[src/design/stbl_pkg.sv]
// Shared types, codes and lamp tables of the sequential turn and brake lamp controller.
package stbl_pkg;

    // Signal mode codes
    localparam logic [1:0] MODE_OFF   = 2'd0;
    localparam logic [1:0] MODE_LEFT  = 2'd1;
    localparam logic [1:0] MODE_RIGHT = 2'd2;

    // Configuration register indexes
    localparam logic [2:0] REG_BRAKE_ON_MAX   = 3'd0;
    localparam logic [2:0] REG_LEFT_MIN       = 3'd1;
    localparam logic [2:0] REG_RIGHT_ABOVE    = 3'd2;
    localparam logic [2:0] REG_SEQUENCE_START = 3'd3;
    localparam logic [2:0] REG_STEP_TICKS     = 3'd4;

    // Register reset values
    localparam logic [9:0] RST_BRAKE_ON_MAX   = 10'd588;
    localparam logic [9:0] RST_LEFT_MIN       = 10'd471;
    localparam logic [9:0] RST_RIGHT_ABOVE    = 10'd552;
    localparam logic [9:0] RST_SEQUENCE_START = 10'd250;
    localparam logic [7:0] RST_STEP_TICKS     = 8'd100;

    localparam int          CFG_IDX_W  = 3;
    localparam int          CFG_DATA_W = 10;
    localparam int          COUNT_W    = 11;
    localparam int          NUM_STEPS  = 5;
    localparam logic [7:0]  BRAKE_MASK = 8'hC3;

    // Fill patterns per step: left from the top lamp, right from the bottom lamp
    localparam logic [3:0] LEFT_FILL  [NUM_STEPS] = '{4'd0, 4'd8, 4'd12, 4'd14, 4'd15};
    localparam logic [3:0] RIGHT_FILL [NUM_STEPS] = '{4'd0, 4'd1, 4'd3, 4'd7, 4'd15};

    typedef struct packed {
        logic [9:0] brake_on_max;
        logic [9:0] left_min;
        logic [9:0] right_above;
        logic [9:0] sequence_start;
        logic [7:0] step_ticks;
    } t_cfg;

    typedef struct packed {
        logic [9:0] brake_sample;
        logic [9:0] switch_sample;
    } t_in;

    typedef struct packed {
        logic [7:0] lamp_pattern;
        logic [1:0] signal_mode;
    } t_out;

endpackage

[src/design/stbl_cfg.sv]
// Configuration register file of the lamp controller.
module stbl_cfg (
    input  logic                               i_clk,
    input  logic                               i_rst_n,
    input  logic                               i_cfg_we,
    input  logic [stbl_pkg::CFG_IDX_W-1:0]     i_cfg_index,
    input  logic [stbl_pkg::CFG_DATA_W-1:0]    i_cfg_data,
    output stbl_pkg::t_cfg                     o_cfg
);

    stbl_pkg::t_cfg r_cfg;

    // Register writes; unknown indexes are ignored
    always_ff @(posedge i_clk) begin
        if (!i_rst_n) begin
            r_cfg.brake_on_max   <= stbl_pkg::RST_BRAKE_ON_MAX;
            r_cfg.left_min       <= stbl_pkg::RST_LEFT_MIN;
            r_cfg.right_above    <= stbl_pkg::RST_RIGHT_ABOVE;
            r_cfg.sequence_start <= stbl_pkg::RST_SEQUENCE_START;
            r_cfg.step_ticks     <= stbl_pkg::RST_STEP_TICKS;
        end else if (i_cfg_we) begin
            case (i_cfg_index)
                stbl_pkg::REG_BRAKE_ON_MAX:   r_cfg.brake_on_max   <= i_cfg_data;
                stbl_pkg::REG_LEFT_MIN:       r_cfg.left_min       <= i_cfg_data;
                stbl_pkg::REG_RIGHT_ABOVE:    r_cfg.right_above    <= i_cfg_data;
                stbl_pkg::REG_SEQUENCE_START: r_cfg.sequence_start <= i_cfg_data;
                stbl_pkg::REG_STEP_TICKS:     r_cfg.step_ticks     <= i_cfg_data[7:0];
                default: ;
            endcase
        end
    end

    assign o_cfg = r_cfg;

endmodule

[src/design/stbl_seq.sv]
// Tick counter, turn lamp state and per-tick lamp byte logic.
module stbl_seq (
    input  logic            i_clk,
    input  logic            i_rst_n,
    input  stbl_pkg::t_cfg  i_cfg,
    input  logic            i_fire,
    input  stbl_pkg::t_in   i_item,
    output stbl_pkg::t_out  o_result
);

    logic [stbl_pkg::COUNT_W-1:0] r_tick_count, n_tick_count;
    logic [3:0]                   r_turn_lamps, n_turn_lamps;
    logic [1:0]                   mode;
    logic [7:0]                   brake_bits;
    logic [stbl_pkg::COUNT_W-1:0] step_at [stbl_pkg::NUM_STEPS];
    logic [stbl_pkg::COUNT_W-1:0] count_eff;

    // Step counts: start + k * step_ticks
    always_comb begin
        for (int k = 0; k < stbl_pkg::NUM_STEPS; k++) begin
            step_at[k] = stbl_pkg::COUNT_W'(i_cfg.sequence_start)
                       + stbl_pkg::COUNT_W'(k) * stbl_pkg::COUNT_W'(i_cfg.step_ticks);
        end
    end

    // Classify switch, brake bits, lamp update and counter advance
    always_comb begin
        if (i_item.switch_sample > i_cfg.right_above) begin
            mode = stbl_pkg::MODE_RIGHT;
        end else if (i_item.switch_sample >= i_cfg.left_min) begin
            mode = stbl_pkg::MODE_LEFT;
        end else begin
            mode = stbl_pkg::MODE_OFF;
        end

        brake_bits = (i_item.brake_sample <= i_cfg.brake_on_max) ? stbl_pkg::BRAKE_MASK : 8'd0;

        n_turn_lamps = r_turn_lamps;
        count_eff    = r_tick_count;
        if (mode == stbl_pkg::MODE_OFF) begin
            n_turn_lamps = 4'd0;
            count_eff    = '0;
        end else begin
            // later step wins when step counts coincide
            for (int k = 0; k < stbl_pkg::NUM_STEPS; k++) begin
                if (r_tick_count == step_at[k]) begin
                    n_turn_lamps = (mode == stbl_pkg::MODE_LEFT) ?
                                   stbl_pkg::LEFT_FILL[k] : stbl_pkg::RIGHT_FILL[k];
                end
            end
        end

        // wrap past the last step, then count this tick
        if (count_eff > step_at[stbl_pkg::NUM_STEPS-1]) begin
            count_eff = '0;
        end
        n_tick_count = count_eff + stbl_pkg::COUNT_W'(1);

        o_result.lamp_pattern = brake_bits | {2'b00, n_turn_lamps, 2'b00};
        o_result.signal_mode  = mode;
    end

    // State advances once per transfer through this stage
    always_ff @(posedge i_clk) begin
        if (!i_rst_n) begin
            r_tick_count <= '0;
            r_turn_lamps <= 4'd0;
        end else if (i_fire) begin
            r_tick_count <= n_tick_count;
            r_turn_lamps <= n_turn_lamps;
        end
    end

endmodule

[src/design/sequential_turn_brake_lamp_control_top.sv]
// Top level of the sequential turn and brake lamp controller.
//
//  channel | direction | payload            | handshake
//  in      | input     | t_in  (two samples)| i_in_valid / o_in_stall
//  out     | output    | t_out (lamps, mode)| o_out_valid / i_out_stall
//  cfg     | input     | 10-bit data        | i_cfg_we, i_cfg_index
//
// One tick per cycle while the result is not stalled; a tick passes the input register, then the result register.
// The tick counter and turn lamp state update as an item moves into the result register.
// Reset is synchronous, active low; it clears valids and state and sets the configuration registers to defaults.
// A stalled result holds the result register; a full input register then holds and stalls in.
module sequential_turn_brake_lamp_control_top (
    input  logic                               i_clk,
    input  logic                               i_rst_n,
    input  logic                               i_in_valid,
    output logic                               o_in_stall,
    input  stbl_pkg::t_in                      i_in_data,
    output logic                               o_out_valid,
    input  logic                               i_out_stall,
    output stbl_pkg::t_out                     o_out_data,
    input  logic                               i_cfg_we,
    input  logic [stbl_pkg::CFG_IDX_W-1:0]     i_cfg_index,
    input  logic [stbl_pkg::CFG_DATA_W-1:0]    i_cfg_data
);

    stbl_pkg::t_cfg cfg;
    stbl_pkg::t_in  r_in_data;
    logic           r_in_valid;
    stbl_pkg::t_out r_out_data;
    logic           r_out_valid;
    stbl_pkg::t_out result;
    logic           out_free;
    logic           fire;

    stbl_cfg u_cfg (
        .i_clk       (i_clk),
        .i_rst_n     (i_rst_n),
        .i_cfg_we    (i_cfg_we),
        .i_cfg_index (i_cfg_index),
        .i_cfg_data  (i_cfg_data),
        .o_cfg       (cfg)
    );

    stbl_seq u_seq (
        .i_clk    (i_clk),
        .i_rst_n  (i_rst_n),
        .i_cfg    (cfg),
        .i_fire   (fire),
        .i_item   (r_in_data),
        .o_result (result)
    );

    // Pipeline flow control
    assign out_free   = !r_out_valid || !i_out_stall;
    assign fire       = r_in_valid && out_free;
    assign o_in_stall = r_in_valid && !out_free;

    // Input register
    always_ff @(posedge i_clk) begin
        if (!i_rst_n) begin
            r_in_valid <= 1'b0;
        end else if (!o_in_stall) begin
            r_in_valid <= i_in_valid;
        end
    end

    always_ff @(posedge i_clk) begin
        if (!o_in_stall && i_in_valid) begin
            r_in_data <= i_in_data;
        end
    end

    // Result register
    always_ff @(posedge i_clk) begin
        if (!i_rst_n) begin
            r_out_valid <= 1'b0;
        end else if (out_free) begin
            r_out_valid <= r_in_valid;
        end
    end

    always_ff @(posedge i_clk) begin
        if (fire) begin
            r_out_data <= result;
        end
    end

    assign o_out_valid = r_out_valid;
    assign o_out_data  = r_out_data;

endmodule

[config.mk]
export PLATFORM = sky130hd
export DESIGN_NAME = sequential_turn_brake_lamp_control_top
export DESIGN_NICKNAME = d
export VERILOG_FILES = /design/src/design/stbl_pkg.sv /design/src/design/stbl_cfg.sv /design/src/design/stbl_seq.sv /design/src/design/sequential_turn_brake_lamp_control_top.sv
export SDC_FILE = /design/constraint.sdc
export NUM_CORES = 1
export LEC_CHECK = 0
export ABC_AREA = 1
export BUFFER_PORTS_ARGS = -buffer_cell sky130_fd_sc_hd__buf_2
export CORE_MARGIN = 4
export CORE_UTILIZATION = 45
export CTS_BUF_LIST = sky130_fd_sc_hd__clkbuf_4
export DETAILED_ROUTE_END_ITERATION = 10
export PLACE_DENSITY = 0.68
export SYNTH_ARGS = -nofsm -noshare
export SYNTH_HDL_FRONTEND = slang
export SYNTH_SLANG_ARGS = --single-unit
[constraint.sdc]
create_clock -name i_clk -period 3.4 [get_ports i_clk]
set_clock_uncertainty 0.15 [all_clocks]
set_input_delay 0.34 -clock i_clk [delete_from_list [all_inputs] [get_ports i_clk]]
set_output_delay 0.34 -clock i_clk [all_outputs]
set_load 0.01 [all_outputs]
==> impl_metrics.ini <==
[cells_and_area]
final_cell_area_um2 = 9067
fillers = 1517
finalNonFillerCells = 1427
syn_to_final_growth_pct = 22.93
diodes = 0
fin_util = 0.5667
layout-drive-gt1-share = 0.1949
nNetsFinal = 1330

[sta]
slew-limit-headroom = 0.4826
tightestPinTransition_ns = 0.7753
min_period_ns = 3.485
fin_ws_ns = -0.08518
slew_violations = 0
rsz0062_at_grt = true
setup_viol = 7
period_share = 1.025
timing_hold_violations_final = 0
fmax_mhz = 286.9

[clock_network]
h-tree-depth = 3
cts_buffers = 9
cts.sinks = 92
cts_tree = built
clk_latency_ns = 0.48
cts_root_buf = clkbuf_4
cts_buffer_depth = 2
clkTransAtPathRegs_ns = 0.17

[power]
netSwitchingPower_uw = 981.5
p_comb_frac = 0.324
internal-power_uw = 1796
finalPower_uw = 2777
irDropWorstVdd_mv = 0.2958
p_seq_frac = 0.438
clockPowerShare = 0.238
leakage_uw = 0.004511
switching_share = 0.3534
power.density_nw_per_um2 = 306.3

[die]
start_util = 0.4610
die_y_um = 136.0
fp.coreArea_um2 = 16000
io-pin-count = 50
fp.dieW_um = 136.0
std_cell_rows = 46
dieArea_um2 = 18500

[global_routing]
antenna_found_initial = 0
grt_max_degree = 52
grt_overflow = 0
grt_usage = 0.2334
grt_pass1_vias = 6961
grt_pass1_wl_mm = 34.19

[routing]
drt_first_pass_iters = 5
vias_per_cell = 5.174
drt-wirelength-per-cell_um = 14.78
initialDrtViolationCount = 580
ant_nets = 0
routed-via-count = 7383
drt-total-wl_mm = 21.09
post-route-drc-count = 0

[yosys]
synth_most_common_cell = nand2_1
netlist_area_um2 = 7376
synth_common_cells = 299 x nand2_1, 160 x inv_1, 91 x nand3_1, 75 x ha_1, 75 x nor2_1
synthTopCellsByArea = dfxtp_1 18%, nand2_1 15%, ha_1 13%, edfxtp_1 11%, inv_1 8.1%
ys_ff_latch = 92
synth.net_count = 1194
synth_cell_types = 38
synthFlopType = dfxtp_1
ys_warn_count = 0
synthCells = 1070
post-synth-top-area-cell = dfxtp_1
yosysSeqAreaShare = 0.2863
async_flop_share = 0
synth_edf_count = 27
postSynthAreaPerCell_um2 = 6.893
yosysTopAreaCellShare = 0.1764

[place]
dpl_cell_area_um2 = 8172
port_buffers = 49
place_congestion = 0.9079
dp.cells = 1362
dp_hpwl_mm = 15.79

[worst_setup_path]
endpoint_kind = register
arrival_ns = 3.75
cpMostUsedCell = nor2_4
start_kind = register
worstPathCellList = ha_1 -> nand2_2 -> nor2_2 -> nand4_1 -> nor2_2 -> nor2_4 -> nand2_8 -> clkinv_8 -> nor2_4 -> ha_4 -> a21oi_1 -> o21a_1 -> nand3_2 -> nand2_4 -> buf_6 -> nand4_1 -> nor2_4 -> nand2_1 -> o21ai_1 -> nand3_1 -> a21oi_1
critPathMaxFanout = 7
slowest_stage = edfxtp_1
cpPeakStageDelay_ns = 0.45
critPathKind = reg2reg
crit_required_ns = 3.67
crit_family = simple AND/OR/NAND/NOR gates
cp_num_buf_inv = 2

[worst_hold_path]
min_path_type = in2reg

[run_status]
outcome = finished, violations left
failed_checks = negative setup slack

[job]
drv_cap = 0
-- placed cells by master, fill, tap and decap left out, drive strengths merged, types with 10 or more instances in the layout --
master       instances
a21oi               69
buf                130
clkbuf              10
dfxtp               65
dlygate4sd3         23
edfxtp              27
fa                  11
ha                  75
inv                168
nand2              307
nand3               92
nand4               29
nor2                83
o211ai              14
o21ai               45
xnor2               17
xor2                12
-- what timing repair did --
item | in CTS | in global routing
gates cloned | 0 | 0
buffers inserted | 16 | 12
resized for setup | 51 | 34
endpoints found under the hold margin | 23 | 0
endpoints found under the setup margin | 10 | 16
pin swaps | 38 | 31
hold buffers | 23 | 0
-- tightest hold or removal path: stages --
cell and delay [ns]:
buf_2 0.14, nand2_1 0.06, o211ai_1 0.07
-- layer usage --
metal,share of wire,GRT usage,vias up
li1,-,-,3752
met3,0.060,0.03516,53
met5,0,0,-
met1,0.43,0.2958,3341
met2,0.48,0.3990,237
met4,0.032,0.09183,0
-- power by group through the flow --
| stage | clock network, uW | registers, uW | logic [uW] |
|---|---|---|---|
| after floorplan | 0 | 1240 | 547 |
| after global placement | 0 | 1240 | 755 |
| after detailed placement | 0 | 1240 | 765 |
| after CTS | 668 | 1220 | 855 |
| after global routing | 719 | 1220 | 1020 |
| final | 661 | 1220 | 901 |
-- logic make-up after synthesis --
logic type,Yosys count,share of synthesized area
adder cells (fa/ha/maj),86,0.1571
XOR/XNOR,29,0.03545
flip-flops,92,0.2863
AO/OA/AOI/OAI,142,0.1075
AND/OR/NAND/NOR,525,0.3067
buffers and inverters,196,0.1069
-- final timing paths --
path                        start                     to  slack (ns)  cells past startpoint
hold / removal      i_cfg_data[9]        u_cfg.o_cfg[47]        0.02                      3
hold reg to reg   u_cfg.o_cfg[31]        u_cfg.o_cfg[31]        0.32                      2
setup reg to reg     r_in_data[9]  u_seq.r_tick_count[5]       -0.09                     21
setup / recovery     r_in_data[9]  u_seq.r_tick_count[5]       -0.09                     21
-- stage by stage --
stage                     setup slack, ns  TNS (ns)  hold WS [ns]
after floorplan                  -0.01333  -0.02083        0.2852
after global placement            -0.1044   -0.4777        0.2994
after detailed placement          -0.2229    -1.502        0.3041
after CTS                        -0.01978  -0.03509       0.01496
after global routing              -0.3341    -2.564      0.008629
final                            -0.08518   -0.3590       0.02293
-- cell type report --
| cell class | instances | area [um2] | share of cell area |
|---|---|---|---|
| multi-input combinational | 782 | 4786 | 0.5278 |
| sequential | 92 | 2118 | 0.2336 |
| timing repair buffer | 153 | 1102 | 0.1216 |
| inverter | 168 | 645.6 | 0.07120 |
| tap | 216 | 270.3 | 0.02981 |
| clock buffer | 10 | 75.07 | 0.008279 |
| clock inverter | 6 | 70.07 | 0.007727 |
-- sequential cells by signal (all words and copies together) (netlist names) --
signal              cells
o_out_valid             1
u_seq.r_tick_count     11
r_in_valid              1
o_out_data              7
u_cfg.o_cfg            48
r_in_data              20
u_seq.r_turn_lamps      4
Note: power is estimated with default switching activity, not from simulation.
